### src/wifp_pkg.sv
`default_nettype none

package wifp_pkg;

   localparam int DEVICE_COUNT    = 4;
   localparam int MIN_FRAME_BYTES = 16;

   localparam int BYTE_W      = 8;
   localparam int DEV_W       = 3;
   localparam int POS_W       = 5;
   localparam int INT_ACC_W   = 24;
   localparam int FRAC_ACC_W  = 20;
   localparam int FRAC_CNT_W  = 3;
   localparam int SCALE_W     = 20;
   localparam int INT_PROD_W  = INT_ACC_W + SCALE_W;
   localparam int FRAC_PROD_W = FRAC_ACC_W + SCALE_W;
   localparam int WEIGHT_W    = 45;
   localparam int DEV_IDX_W   = (DEVICE_COUNT > 1) ? $clog2(DEVICE_COUNT) : 1;

   localparam logic [POS_W-1:0] POS_MAX = '1;

   // Byte positions inside a frame.
   localparam logic [POS_W-1:0] POS_HDR_0    = 5'd0;
   localparam logic [POS_W-1:0] POS_HDR_1    = 5'd1;
   localparam logic [POS_W-1:0] POS_COMMA_A  = 5'd2;
   localparam logic [POS_W-1:0] POS_COMMA_B  = 5'd5;
   localparam logic [POS_W-1:0] POS_SIGN     = 5'd6;
   localparam logic [POS_W-1:0] POS_NUM_LO   = 5'd7;
   localparam logic [POS_W-1:0] POS_NUM_HI   = 5'd13;

   localparam logic [BYTE_W-1:0] CHAR_S     = 8'h53;
   localparam logic [BYTE_W-1:0] CHAR_T     = 8'h54;
   localparam logic [BYTE_W-1:0] CHAR_COMMA = 8'h2C;
   localparam logic [BYTE_W-1:0] CHAR_PLUS  = 8'h2B;
   localparam logic [BYTE_W-1:0] CHAR_MINUS = 8'h2D;
   localparam logic [BYTE_W-1:0] CHAR_DOT   = 8'h2E;
   localparam logic [BYTE_W-1:0] CHAR_0     = 8'h30;
   localparam logic [BYTE_W-1:0] CHAR_9     = 8'h39;

   localparam logic [SCALE_W-1:0] INT_SCALE = 20'd1000000;

   // Summary of one frame, handed over on its last byte.
   typedef struct packed {
      logic [INT_ACC_W-1:0]  int_acc;
      logic [FRAC_ACC_W-1:0] frac_acc;
      logic [FRAC_CNT_W-1:0] frac_digits;
      logic                  sign_negative;
      logic                  ok;
      logic                  dev_ok;
      logic [DEV_W-1:0]      device;
   } frame_sum_type;

   // Weight of the fraction digits so the value lands on six places.
   function automatic logic [SCALE_W-1:0] frac_scale(input logic [FRAC_CNT_W-1:0] digits);
      logic [SCALE_W-1:0] s;
      case (digits)
         3'd0:    s = 20'd1000000;
         3'd1:    s = 20'd100000;
         3'd2:    s = 20'd10000;
         3'd3:    s = 20'd1000;
         3'd4:    s = 20'd100;
         3'd5:    s = 20'd10;
         default: s = 20'd1;
      endcase
      return s;
   endfunction

endpackage

`default_nettype wire

### src/wifp_if.sv
`default_nettype none

interface wifp_req_if;
   import wifp_pkg::*;
   logic              valid;
   logic              ready;
   logic [BYTE_W-1:0] data_byte;
   logic              frame_end;
   logic [DEV_W-1:0]  device;

   modport source (output valid, data_byte, frame_end, device, input ready);
   modport sink   (input valid, data_byte, frame_end, device, output ready);
endinterface

interface wifp_rsp_if;
   import wifp_pkg::*;
   logic                       valid;
   logic                       ready;
   logic [DEV_W-1:0]           device_out;
   logic                       accepted;
   logic signed [WEIGHT_W-1:0] weight_micro;
   logic                       weight_valid;

   modport source (output valid, device_out, accepted, weight_micro, weight_valid,
                   input ready);
   modport sink   (input valid, device_out, accepted, weight_micro, weight_valid,
                   output ready);
endinterface

`default_nettype wire

### src/weigh_indicator_frame_parser_top.sv
`default_nettype none

// Frame parser for an ASCII load-cell indicator: it takes one frame byte per
// cycle on req_chan and checks it on the fly, so a new byte can follow every
// cycle. On the byte marked frame_end one response becomes valid on rsp_chan once
// that transfer has passed the three end-of-frame registers (frame summary,
// multiply by the digit scales, add and sign). The response gives the device,
// whether the frame was accepted and the weight stored for that device in
// millionths. While a response is held by the sink, bytes keep flowing until
// all three end-of-frame stages hold a frame end; then req_chan.ready drops until
// the sink takes the response. Weight stores read as zero and not valid after reset.
module weigh_indicator_frame_parser_top (
   input wire         clock,
   input wire         reset,
   wifp_req_if.sink   req_chan,
   wifp_rsp_if.source rsp_chan
);
   import wifp_pkg::*;

   frame_sum_type sum;
   frame_sum_type s1_ff, s1_in;
   logic          s1_valid_ff, s1_valid_in;

   logic [INT_PROD_W-1:0]  s2_int_prod_ff, s2_int_prod_in;
   logic [FRAC_PROD_W-1:0] s2_frac_prod_ff, s2_frac_prod_in;
   logic                   s2_neg_ff, s2_ok_ff, s2_dev_ok_ff;
   logic [DEV_W-1:0]       s2_dev_ff;
   logic                   s2_valid_ff, s2_valid_in;

   logic                   out_valid_ff, out_valid_in;
   logic [DEV_W-1:0]       out_dev_ff;
   logic                   out_acc_ff;
   logic [WEIGHT_W-1:0]    out_weight_ff, out_weight_in;
   logic                   out_wvalid_ff, out_wvalid_in;

   logic [WEIGHT_W-1:0]    weight_store_ff [DEVICE_COUNT];
   logic [DEVICE_COUNT-1:0] valid_store_ff;

   logic                   req_fire, out_load, s2_load, s1_free;
   logic [WEIGHT_W-1:0]    mag, weight_new;
   logic [DEV_IDX_W-1:0]   s2_idx;

   assign out_load = s2_valid_ff && (!out_valid_ff || rsp_chan.ready);
   assign s2_load  = s1_valid_ff && (!s2_valid_ff || out_load);
   assign s1_free  = !s1_valid_ff || s2_load;

   assign req_chan.ready = s1_free;
   assign req_fire       = req_chan.valid && s1_free;

   wifp_byte_check u_check (
      .clock     (clock),
      .reset     (reset),
      .step      (req_fire),
      .data_byte (req_chan.data_byte),
      .frame_end (req_chan.frame_end),
      .device    (req_chan.device),
      .frame_sum (sum)
   );

   // Stage 1: frame summary captured on the last byte.
   always_comb begin
      s1_in       = s1_ff;
      s1_valid_in = s1_valid_ff;
      if (s2_load) s1_valid_in = 1'b0;
      if (req_fire && req_chan.frame_end) begin
         s1_in       = sum;
         s1_valid_in = 1'b1;
      end
   end

   // Stage 2: scale the integer and fraction parts.
   assign s2_int_prod_in  = INT_PROD_W'(s1_ff.int_acc) * INT_PROD_W'(INT_SCALE);
   assign s2_frac_prod_in = FRAC_PROD_W'(s1_ff.frac_acc)
                          * FRAC_PROD_W'(frac_scale(s1_ff.frac_digits));

   always_comb begin
      s2_valid_in = s2_valid_ff;
      if (out_load) s2_valid_in = 1'b0;
      if (s2_load) s2_valid_in = 1'b1;
   end

   // Stage 3: sum, sign and store update. Negating zero leaves zero.
   assign mag        = WEIGHT_W'(s2_int_prod_ff) + WEIGHT_W'(s2_frac_prod_ff);
   assign weight_new = s2_neg_ff ? (~mag + 1'b1) : mag;
   assign s2_idx     = s2_dev_ff[DEV_IDX_W-1:0];

   always_comb begin
      out_weight_in = '0;
      out_wvalid_in = 1'b0;
      if (s2_ok_ff) begin
         out_weight_in = weight_new;
         out_wvalid_in = 1'b1;
      end else if (s2_dev_ok_ff && valid_store_ff[s2_idx]) begin
         out_weight_in = weight_store_ff[s2_idx];
         out_wvalid_in = 1'b1;
      end
   end

   always_comb begin
      out_valid_in = out_valid_ff;
      if (rsp_chan.ready) out_valid_in = 1'b0;
      if (out_load) out_valid_in = 1'b1;
   end

   always_ff @(posedge clock) begin
      if (reset) begin
         s1_valid_ff    <= 1'b0;
         s2_valid_ff    <= 1'b0;
         out_valid_ff   <= 1'b0;
         valid_store_ff <= '0;
      end else begin
         s1_valid_ff  <= s1_valid_in;
         s2_valid_ff  <= s2_valid_in;
         out_valid_ff <= out_valid_in;
         if (out_load && s2_ok_ff) valid_store_ff[s2_idx] <= 1'b1;
      end
   end

   always_ff @(posedge clock) begin
      s1_ff <= s1_in;
      if (s2_load) begin
         s2_int_prod_ff  <= s2_int_prod_in;
         s2_frac_prod_ff <= s2_frac_prod_in;
         s2_neg_ff       <= s1_ff.sign_negative;
         s2_ok_ff        <= s1_ff.ok;
         s2_dev_ok_ff    <= s1_ff.dev_ok;
         s2_dev_ff       <= s1_ff.device;
      end
      if (out_load) begin
         out_dev_ff    <= s2_dev_ff;
         out_acc_ff    <= s2_ok_ff;
         out_weight_ff <= out_weight_in;
         out_wvalid_ff <= out_wvalid_in;
         if (s2_ok_ff) weight_store_ff[s2_idx] <= weight_new;
      end
   end

   assign rsp_chan.valid        = out_valid_ff;
   assign rsp_chan.device_out   = out_dev_ff;
   assign rsp_chan.accepted     = out_acc_ff;
   assign rsp_chan.weight_micro = out_weight_ff;
   assign rsp_chan.weight_valid = out_wvalid_ff;

   // An accepted frame always leaves its device marked valid.
   a_accept_sets_valid: assert property (@(posedge clock) disable iff (reset)
      rsp_chan.valid && rsp_chan.accepted |-> rsp_chan.weight_valid)
      else $error("accepted frame without valid weight");

   // Out-of-range devices are never accepted.
   a_accept_device_range: assert property (@(posedge clock) disable iff (reset)
      rsp_chan.valid && rsp_chan.accepted |->
         ({1'b0, rsp_chan.device_out} < 4'(DEVICE_COUNT)))
      else $error("accepted frame for out-of-range device");

   // A device without a stored weight reports zero.
   a_empty_reads_zero: assert property (@(posedge clock) disable iff (reset)
      rsp_chan.valid && !rsp_chan.weight_valid |-> rsp_chan.weight_micro == '0)
      else $error("nonzero weight for device without a stored frame");

   // The end-of-frame stages only fill from a transfer that carries frame_end.
   a_stage_fill: assert property (@(posedge clock) disable iff (reset)
      !s1_valid_ff ##1 s1_valid_ff |->
         $past(req_chan.valid && req_chan.ready && req_chan.frame_end))
      else $error("end-of-frame stage filled without a frame end");

endmodule

`default_nettype wire

### src/wifp_byte_check.sv
`default_nettype none

module wifp_byte_check (
   input  wire                           clock,
   input  wire                           reset,
   input  wire                           step,
   input  wire [wifp_pkg::BYTE_W-1:0]    data_byte,
   input  wire                           frame_end,
   input  wire [wifp_pkg::DEV_W-1:0]     device,
   output wifp_pkg::frame_sum_type       frame_sum
);
   import wifp_pkg::*;

   logic [POS_W-1:0]      pos_ff, pos_in;
   logic                  bad_ff, bad_in, bad_upd;
   logic                  hdr_ff, hdr_in, hdr_upd;
   logic                  neg_ff, neg_in, neg_upd;
   logic                  dot_ff, dot_in, dot_upd;
   logic [INT_ACC_W-1:0]  int_ff, int_in, int_upd;
   logic [FRAC_ACC_W-1:0] frac_ff, frac_in, frac_upd;
   logic [FRAC_CNT_W-1:0] fcnt_ff, fcnt_in, fcnt_upd;
   logic [BYTE_W-1:0]     digit;
   logic                  long_enough;
   logic                  dev_ok;

   assign digit = data_byte - CHAR_0;

   always_comb begin
      bad_upd  = bad_ff;
      hdr_upd  = hdr_ff;
      neg_upd  = neg_ff;
      dot_upd  = dot_ff;
      int_upd  = int_ff;
      frac_upd = frac_ff;
      fcnt_upd = fcnt_ff;
      case (pos_ff) inside
         POS_HDR_0: hdr_upd = (data_byte == CHAR_S);
         POS_HDR_1: hdr_upd = hdr_ff && (data_byte == CHAR_T);
         POS_COMMA_A, POS_COMMA_B: begin
            if (hdr_ff && data_byte != CHAR_COMMA) bad_upd = 1'b1;
         end
         POS_SIGN: begin
            if (data_byte == CHAR_PLUS) neg_upd = 1'b0;
            else if (data_byte == CHAR_MINUS) neg_upd = 1'b1;
            else bad_upd = 1'b1;
         end
         [POS_NUM_LO:POS_NUM_HI]: begin
            if (data_byte == CHAR_DOT) begin
               if (dot_ff) bad_upd = 1'b1;
               dot_upd = 1'b1;
            end else if (data_byte inside {[CHAR_0:CHAR_9]}) begin
               // Times ten as two shifts and an add.
               if (!dot_ff) begin
                  int_upd = (int_ff << 3) + (int_ff << 1) + INT_ACC_W'(digit);
               end else begin
                  frac_upd = (frac_ff << 3) + (frac_ff << 1) + FRAC_ACC_W'(digit);
                  fcnt_upd = fcnt_ff + 1'b1;
               end
            end else begin
               bad_upd = 1'b1;
            end
         end
         default: ;
      endcase
   end

   assign long_enough = ({1'b0, pos_ff} + 6'd1) >= 6'(MIN_FRAME_BYTES);
   assign dev_ok      = ({1'b0, device}) < 4'(DEVICE_COUNT);

   always_comb begin
      frame_sum.int_acc       = int_upd;
      frame_sum.frac_acc      = frac_upd;
      frame_sum.frac_digits   = fcnt_upd;
      frame_sum.sign_negative = neg_upd;
      frame_sum.ok            = !bad_upd && long_enough && dev_ok;
      frame_sum.dev_ok        = dev_ok;
      frame_sum.device        = device;
   end

   always_comb begin
      pos_in  = pos_ff;
      bad_in  = bad_ff;
      hdr_in  = hdr_ff;
      neg_in  = neg_ff;
      dot_in  = dot_ff;
      int_in  = int_ff;
      frac_in = frac_ff;
      fcnt_in = fcnt_ff;
      if (step) begin
         if (frame_end) begin
            pos_in  = '0;
            bad_in  = 1'b0;
            hdr_in  = 1'b0;
            neg_in  = 1'b0;
            dot_in  = 1'b0;
            int_in  = '0;
            frac_in = '0;
            fcnt_in = '0;
         end else begin
            pos_in  = (pos_ff == POS_MAX) ? pos_ff : pos_ff + 1'b1;
            bad_in  = bad_upd;
            hdr_in  = hdr_upd;
            neg_in  = neg_upd;
            dot_in  = dot_upd;
            int_in  = int_upd;
            frac_in = frac_upd;
            fcnt_in = fcnt_upd;
         end
      end
   end

   always_ff @(posedge clock) begin
      if (reset) begin
         pos_ff  <= '0;
         bad_ff  <= 1'b0;
         hdr_ff  <= 1'b0;
         neg_ff  <= 1'b0;
         dot_ff  <= 1'b0;
         int_ff  <= '0;
         frac_ff <= '0;
         fcnt_ff <= '0;
      end else begin
         pos_ff  <= pos_in;
         bad_ff  <= bad_in;
         hdr_ff  <= hdr_in;
         neg_ff  <= neg_in;
         dot_ff  <= dot_in;
         int_ff  <= int_in;
         frac_ff <= frac_in;
         fcnt_ff <= fcnt_in;
      end
   end

endmodule

`default_nettype wire

### src/flat_wrapper.sv
// flat-port wrapper written by rule: the top's interface ports become plain ports
module weigh_indicator_frame_parser_top_flat import wifp_pkg::*;
  (clock, reset, req_chan_valid, req_chan_data_byte, req_chan_frame_end, req_chan_device, req_chan_ready, rsp_chan_valid, rsp_chan_device_out, rsp_chan_accepted, rsp_chan_weight_micro, rsp_chan_weight_valid, rsp_chan_ready);
  wifp_req_if req_chan_i ();
  wifp_rsp_if rsp_chan_i ();
  input wire clock;
  input wire reset;
  input wire logic [$bits(req_chan_i.valid)-1:0] req_chan_valid;
  input wire logic [$bits(req_chan_i.data_byte)-1:0] req_chan_data_byte;
  input wire logic [$bits(req_chan_i.frame_end)-1:0] req_chan_frame_end;
  input wire logic [$bits(req_chan_i.device)-1:0] req_chan_device;
  output wire logic [$bits(req_chan_i.ready)-1:0] req_chan_ready;
  output wire logic [$bits(rsp_chan_i.valid)-1:0] rsp_chan_valid;
  output wire logic [$bits(rsp_chan_i.device_out)-1:0] rsp_chan_device_out;
  output wire logic [$bits(rsp_chan_i.accepted)-1:0] rsp_chan_accepted;
  output wire logic [$bits(rsp_chan_i.weight_micro)-1:0] rsp_chan_weight_micro;
  output wire logic [$bits(rsp_chan_i.weight_valid)-1:0] rsp_chan_weight_valid;
  input wire logic [$bits(rsp_chan_i.ready)-1:0] rsp_chan_ready;
  assign req_chan_i.valid = req_chan_valid;
  assign req_chan_i.data_byte = req_chan_data_byte;
  assign req_chan_i.frame_end = req_chan_frame_end;
  assign req_chan_i.device = req_chan_device;
  assign req_chan_ready = req_chan_i.ready;
  assign rsp_chan_valid = rsp_chan_i.valid;
  assign rsp_chan_device_out = rsp_chan_i.device_out;
  assign rsp_chan_accepted = rsp_chan_i.accepted;
  assign rsp_chan_weight_micro = rsp_chan_i.weight_micro;
  assign rsp_chan_weight_valid = rsp_chan_i.weight_valid;
  assign rsp_chan_i.ready = rsp_chan_ready;
  weigh_indicator_frame_parser_top u_core (.clock(clock), .reset(reset), .req_chan(req_chan_i), .rsp_chan(rsp_chan_i));
endmodule
### config.mk
export PLATFORM = sky130hd
export DESIGN_NAME = weigh_indicator_frame_parser_top_flat
export DESIGN_NICKNAME = d
export VERILOG_FILES = /design/src/wifp_pkg.sv /design/src/wifp_if.sv /design/src/weigh_indicator_frame_parser_top.sv /design/src/wifp_byte_check.sv /design/src/flat_wrapper.sv
export SDC_FILE = /design/constraint.sdc
export NUM_CORES = 2
export LEC_CHECK = 0
export CAP_MARGIN = 10
export CORE_MARGIN = 2
export CORE_UTILIZATION = 30
export DETAILED_ROUTE_END_ITERATION = 16
export DONT_BUFFER_PORTS = 1
export GPL_TIMING_DRIVEN = 0
export MAX_ROUTING_LAYER = met4
export SLEW_MARGIN = 10
export SYNTH_ARGS = -nofsm -noshare
export SYNTH_HDL_FRONTEND = slang
export SYNTH_SLANG_ARGS = --single-unit
export TNS_END_PERCENT = 1
### constraint.sdc
create_clock -name clock -period 7.55 [get_ports clock]
set_clock_uncertainty 0.1 [all_clocks]
set_input_delay 0.755 -clock clock [delete_from_list [all_inputs] [get_ports clock]]
set_output_delay 0.755 -clock clock [all_outputs]
set_load 0.005 [all_outputs]
== After elaboration in Yosys (flattened, before gate mapping) ==
Memory sizes are Yosys's and may differ from the RTL's. A register that Yosys moved wholly into a read port is not among the register bits.
Index checks and enable logic that the tools add are counted.

* Add/sub/neg operators: 10
* Bitwise gates (word level): 2
* Muxes and demuxes: 77
* $mul: 2
* Order comparisons: 8
* Equality and inequality tests: 21
* Reduce and logical (&&, ||, !) cells: 32

{| class="wikitable"
|+ Operators with widths
! cell !! count
|-
| two-way mux 24 bit || 9
|-
| two-way mux 20 bit || 9
|-
| two-way mux 45 bit || 3
|-
| case mux 20 bit (6 select lines) || 1
|-
| adder 44 x 40 -> 45 bit || 1
|-
| adder 45 x 1 -> 45 bit (second input constant) || 1
|-
| NOT 45 bit || 1
|-
| two-way mux 1 bit || 41
|-
| multiplier 20 x 20 -> 40 bit || 1
|-
| multiplier 24 x 14 -> 38 bit (second input constant) || 1
|-
| two-way mux 3 bit || 9
|-
| adder 24 bit || 1
|-
| adder 24 x 8 -> 24 bit || 1
|-
| == test 8 x 6 -> 1 bit (second input constant) || 3
|-
| adder 20 bit || 1
|-
| adder 20 x 8 -> 20 bit || 1
|-
| == test 8 x 7 -> 1 bit (second input constant) || 2
|-
| logical AND 1 bit || 13
|-
| == test 5 x 3 -> 1 bit (second input constant) || 2
|-
| two-way mux 5 bit || 2
|-
| inequality test 2 bit (second input constant) || 5
|-
| nonzero test 2 bit || 5
|-
| >= comparator 8 x 6 -> 1 bit (second input constant) || 1
|-
| <= comparator 8 x 6 -> 1 bit (second input constant) || 1
|-
| 29 further kinds || 37
|}

* Bits in writable memories: 180
* Bits in registers: 250
* Memories kept: 1
* Word-level logic and storage cells: 182

{| class="wikitable"
|+ Memory list
! name !! depth !! width !! rd ports !! clocked after Yosys merged registers in !! write ports !! line !! source
|-
| u_core.weight_store_ff || 4 || 45 || 1 || 1 || 1 || weigh_indicator_frame_parser_top.sv:36 || <nowiki>logic [WEIGHT_W-1:0] weight_store_ff [DEVICE_COUNT];</nowiki>
|}

== Depth between registers and ports, before layout ==
* Word-level depth: 12
* Mapped depth: 32
* Depth with buffers taken out: 31

== By module ==
Synthesis repeated with hierarchy kept, for this count alone.

* Cells, all modules: 3621
* Area, all modules: 38993.6 um^2

{| class="wikitable"
|+ Modules (own cells, without submodules)
! module !! sequential area each (um^2) !! cells an instance !! area an instance (um^2) !! times used
|-
| weigh_indicator_frame_parser_top || 11200.7 || 2891 || 33158.1 || 1
|-
| wifp_byte_check || 1121.1 || 730 || 5835.6 || 1
|}

== Worst setup path before layout ==
No wires, ideal clock.

* Path kind: register -> register
* From: reg u_core.s1_ff[7] in the netlist's numbering
* To: reg u_core.s2_frac_prod_ff[35], data pin
* Cell stages (with the launch flop): 29
* Arrival: 7.288 ns
* Required time: 7.192 ns
* Setup time: 0.258 ns
* Path buffers: 3
* Path slack: -0.096 ns
* Path through: edfxtp_1 -> clkbuf_1 -> or2_2 -> clkbuf_1 -> o21ai_0 -> clkbuf_1 -> nand2_1 -> fa_1 -> fa_1 -> inv_1 -> fa_1 -> fa_1 -> fa_1 -> fa_1 -> inv_1 -> fa_1 -> inv_1 -> ha_1 -> o21a_1 -> o21ai_0 -> a21boi_0 -> a31o_2 -> a21oi_1 -> a41oi_1 -> o2111ai_1 -> nand2_1 -> or2_2 -> a21oi_1 -> xnor2_1

* Cells in the longest elaborated chain, start to end: 3
* Elaborated cells between the ends (all ways): 8

{| class="wikitable"
|+ Ends and longest elaborated chain
! element !! line !! source
|-
| start, declared || weigh_indicator_frame_parser_top.sv:21 || <nowiki>frame_sum_type s1_ff, s1_in;</nowiki>
|-
| start signal, assigned || weigh_indicator_frame_parser_top.sv:120 || <nowiki>s1_ff <= s1_in;</nowiki>
|-
| == test 3 bit (tied with other cells) || wifp_pkg.sv:56 || <nowiki>case (digits)</nowiki>
|-
| case mux 20 bit (6 select lines) (*) || wifp_pkg.sv:56 ||
|-
| multiplier 20 x 20 -> 40 bit (*) || weigh_indicator_frame_parser_top.sv:74 || <nowiki>* FRAC_PROD_W'(frac_scale(s1_ff.frac_digits));</nowiki>
|-
| via u_core.s2_frac_prod_in[35] || weigh_indicator_frame_parser_top.sv:25 || <nowiki>logic [FRAC_PROD_W-1:0] s2_frac_prod_ff, s2_frac_prod_in;</nowiki>
|-
| end signal, assigned || weigh_indicator_frame_parser_top.sv:123 || <nowiki>s2_frac_prod_ff <= s2_frac_prod_in;</nowiki>
|-
| end, declared || weigh_indicator_frame_parser_top.sv:25 ||
|}

Mark *: on every way through the listed nets, which the timed path passes. The rest lies on a longest branch.
A chain may end at the register's enable or synchronous reset.

== Worst setup path after layout ==
* From: reg u_core.s1_ff[8] in the netlist's numbering
* To: reg u_core.s2_frac_prod_ff[39], data pin

The elaborated chain is that of the path after synthesis.

==> metrics.md <==
| Metric | Value |
|---|---|
| Internal power | `0.00715 W` |
| Switching share of power | `40.0%` |
| Antenna violations before repair | `3` |
| CP max stage cell | `fa_2` |
| Cells after Synth | `3503` |
| FFs w/ async S/R, synth | `0%` |
| Setup WS post-layout | `-0.317 ns` |
| Post-DR vias/cell | `4.82` |
| Top FF cell, synth | `edfxtp_1` |
| Comb pwr share | `52.3%` |
| Critical path type | `reg -> reg` |
| Initial DRC count | `1704` |
| Failing checks | `negative setup slack` |
| WL per Instance | `18.2 um` |
| Final setup vio count | `6` |
| WL final | `96200 um` |
| Antenna Nets Post-Route | `0` |
| Post-Synth XOR/XNOR Area | `4.16%` |
| Most numerous cell in the Yosys netlist | `inv_1` |
| Worst path top cell family by delay | `adder cells` |
| Placed Instance Area | `40500 sq um` |
| CTS tree | `built` |
| Clk_lat worst skew | `0.62 ns` |
| Multiplexer area fraction after synthesis | `3.05%` |
| Hold_ws | `0.147 ns` |
| Rows | `131` |
| Arr. time, crit path | `8.14 ns` |
| First-pass GRT wire length | `151000 um` |
| Non-Filler Instances | `5299` |
| MaxCap Viol Count | `0` |
| Layout cells sized above 1 | `9.74%` |
| Inst Count DP | `5175` |
| Nets | `4408` |
| Flops & latches, synth | `432` |
| Data required, critical path | `7.82 ns` |
| Worst path max stage delay | `0.60 ns` |
| Cell area after synthesis | `38300 sq um` |
| Crit Path Max Fanout | `5` |
| # fillers | `12607` |
| HPWL after DPL | `78200 um` |
| Synth warn | `0` |
| Avg Inst Size Synth | `10.9 sq um` |
| Dominant cell type by area after synthesis | `edfxtp_1` |
| Yosys top cell area share | `28.8%` |
| Vias in the first global route | `26302` |
| Total clock sinks | `432` |
| Worst setup EP type | `flip-flop` |
| Routed via count | `25554` |
| Number of hold buffers added after cts | `0` |
| Max-slew headroom | `22.6%` |
| Simple-gate share of the synthesized area | `10.5%` |
| Max layer used | `met4` |
| Synth area leaders | `edfxtp_1 29%, fa_1 20%, ha_1 13%` |
| RSZ-0062 raised after global routing | `true` |
| CTS Buf Count | `48` |
| H-tree depth | `2` |
| Die ar. | `130000 sq um` |
| Syn Nets | `4315` |
| CTS Root Cell | `clkbuf_16` |
| I/O pin count | `68` |
| Met3 WL post-DR | `5150 um` |
| Cell repeated most along the worst path | `fa_1` |
| Hold Path Class | `in -> reg` |
| Clock power share | `20.1%` |
| WL met1 | `43800 um` |
| Total track usage | `15.2%` |
| Unique masters post-synth | `88` |
| Synth Area in Adders | `33.6%` |
| P_leak | `19.1 nW` |
| Compound-Gate Fraction of Synth Area | `10.2%` |
| GR Overflow Total | `0` |
| Worst-case clock buffer depth | `3` |
| Fin crit share | `104%` |
| Core Footprint | `127000 sq um` |
| Met2 WL | `44800 um` |
| Measured slew at the worst slew-check pin | `1.16 ns` |
| Combinational family with the most area after synthesis | `adder cells` |
| Status | `finished, violations left` |
| Die Width | `361 um` |
| Psw | `0.00475 W` |
| DR DRC count | `0` |
| Worst Path Buf+Inv | `6` |
| Area Overhead vs Synth | `12.3%` |
| Commonest cells post-synth | `531 x inv_1, 408 x ha_1, 388 x fa_1` |
| Worst setup SP type | `flip-flop` |
| Largest net degree at the start of global routing | `55` |
| I/O Buffers | `0` |
| GP Congestion | `0.970` |
| Max VDD drop | `0.191 mV` |
| Clk slew on worst S/H paths | `0.06 ns` |
| Part of the power in registers | `27.6%` |
| Die Ht | `361 um` |
| Final TNS setup | `-0.843 ns` |
| Final hold violations | `0` |
| Min cycle time layout | `7.87 ns` |
| Starting Density | `30.1%` |
| Max Freq | `127 MHz` |
| First-pass detailed-route iteration total | `5` |
| Post-synth EDFFs | `367` |
| Sequential area share after synthesis | `32.2%` |
| Pwr dens | `277 nW/um^2` |
| Design Area, Final | `43000 sq um` |
| Max Slew Vio Count | `0` |
[final timing paths]
path / from / to / slack, ns / cells past startpoint
worst min-delay path: req_chan_device[0] / u_core.s1_ff[0] / 0.15 / 0
worst min register to register: u_core.s2_dev_ff[2] / u_core.rsp_chan.device_out[2] / 0.33 / 0
worst max register to register: u_core.s1_ff[8] / u_core.s2_frac_prod_ff[39] / -0.32 / 28
worst max-delay path: u_core.s1_ff[8] / u_core.s2_frac_prod_ff[39] / -0.32 / 28
[flip-flops by register name (all words and copies together), names as in the netlist, 3 cells and up, named ones only]
| signal | count |
|---|---|
| u_core.valid_store_ff | 4 |
| u_core.u_check.fcnt_ff | 3 |
| u_core.u_check.frac_ff | 20 |
| u_core.u_check.int_ff | 24 |
| u_core.s2_frac_prod_ff | 40 |
| u_core.rsp_chan.device_out | 3 |
| u_core.rsp_chan.weight_micro | 45 |
| u_core.s2_dev_ff | 3 |
| u_core.u_check.pos_ff | 5 |
| u_core.weight_store_ff | 180 |
| u_core.s2_int_prod_ff | 38 |
| u_core.s1_ff | 53 |
[logic make-up (layout without fill, tap and decap cells)]
kind of cell             after synthesis  in the layout
multiplexers                          58             58
AND/OR/NAND/NOR                      833            833
adder cells (fa/ha/maj)              796            796
buffers and inverters                630            763
other                                  0              1
flip-flops                           432            432
AO/OA/AOI/OAI                        572            572
XOR/XNOR                             182            182
[per-stage QoR]
stage                     total power [W]  util, %  worst slack (ns)
after floorplan                   0.00772        -            0.0378
after global routing               0.0129     33.8            -0.466
after detailed placement          0.00924     31.9             -1.93
after CTS                          0.0120     33.8            -0.190
after global placement            0.00919     31.8             -3.47
final                              0.0119     33.8            -0.317
[layout by cell type, fill, tap and decap left out, types with 46 or more instances in the layout]
cell type  netlist  routed
a21o_1          77      77
a21oi_1        126     121
a22o_1          50      50
and2_1          61      58
clkbuf_1        81      71
clkbuf_16        0      49
dfxtp_1         65      65
edfxtp_1       367     367
fa_1           388     380
ha_1           408     399
inv_1          531     508
mux4_2          46      46
nand2_1        284     269
nor2_1         219     208
o21ai_0        102      97
xnor2_1        122     119
xor2_1          60      56
[power groups by stage]
| stage | registers, W | logic [W] | clock network, W |
|---|---|---|---|
| floorplan | 0.00328 | 0.00444 | 0 |
| global placement | 0.00334 | 0.00585 | 0 |
| detailed placement | 0.00334 | 0.00590 | 0 |
| CTS | 0.00329 | 0.00623 | 0.00246 |
| global route | 0.00330 | 0.00703 | 0.00254 |
| finish | 0.00328 | 0.00622 | 0.00239 |
[final cells by class]
| class | count | area, sq um | area share [%] |
|---|---|---|---|
| plain buffers | 96 | 508 | 1.18 |
| flip-flops and latches | 432 | 12300 | 28.7 |
| repair buffers | 45 | 462 | 1.07 |
| well taps | 1662 | 2080 | 4.84 |
| clock buffers | 65 | 1310 | 3.03 |
| inverters | 532 | 2010 | 4.67 |
| clock inverters | 25 | 308 | 0.716 |
| diodes | 1 | 2.50 | 0.00582 |
| multi-input cells | 2441 | 24000 | 55.8 |
[timing repair]
| item | 4_1_cts | 5_1_grt |
|---|---|---|
| gates resized for setup | 140 | 29 |
| pin swaps | 32 | 19 |
| buffers inserted | 32 | 3 |
| endpoints found under the setup margin | 24 | 12 |
[metal layers]
layer,GRT usage (%),vias to the layer above
met3,2.64,141
met4,4.04,0
met5,-,-
li1,-,12198
met1,19.9,12665
met2,24.4,550
(Power assumes the default switching activity.)
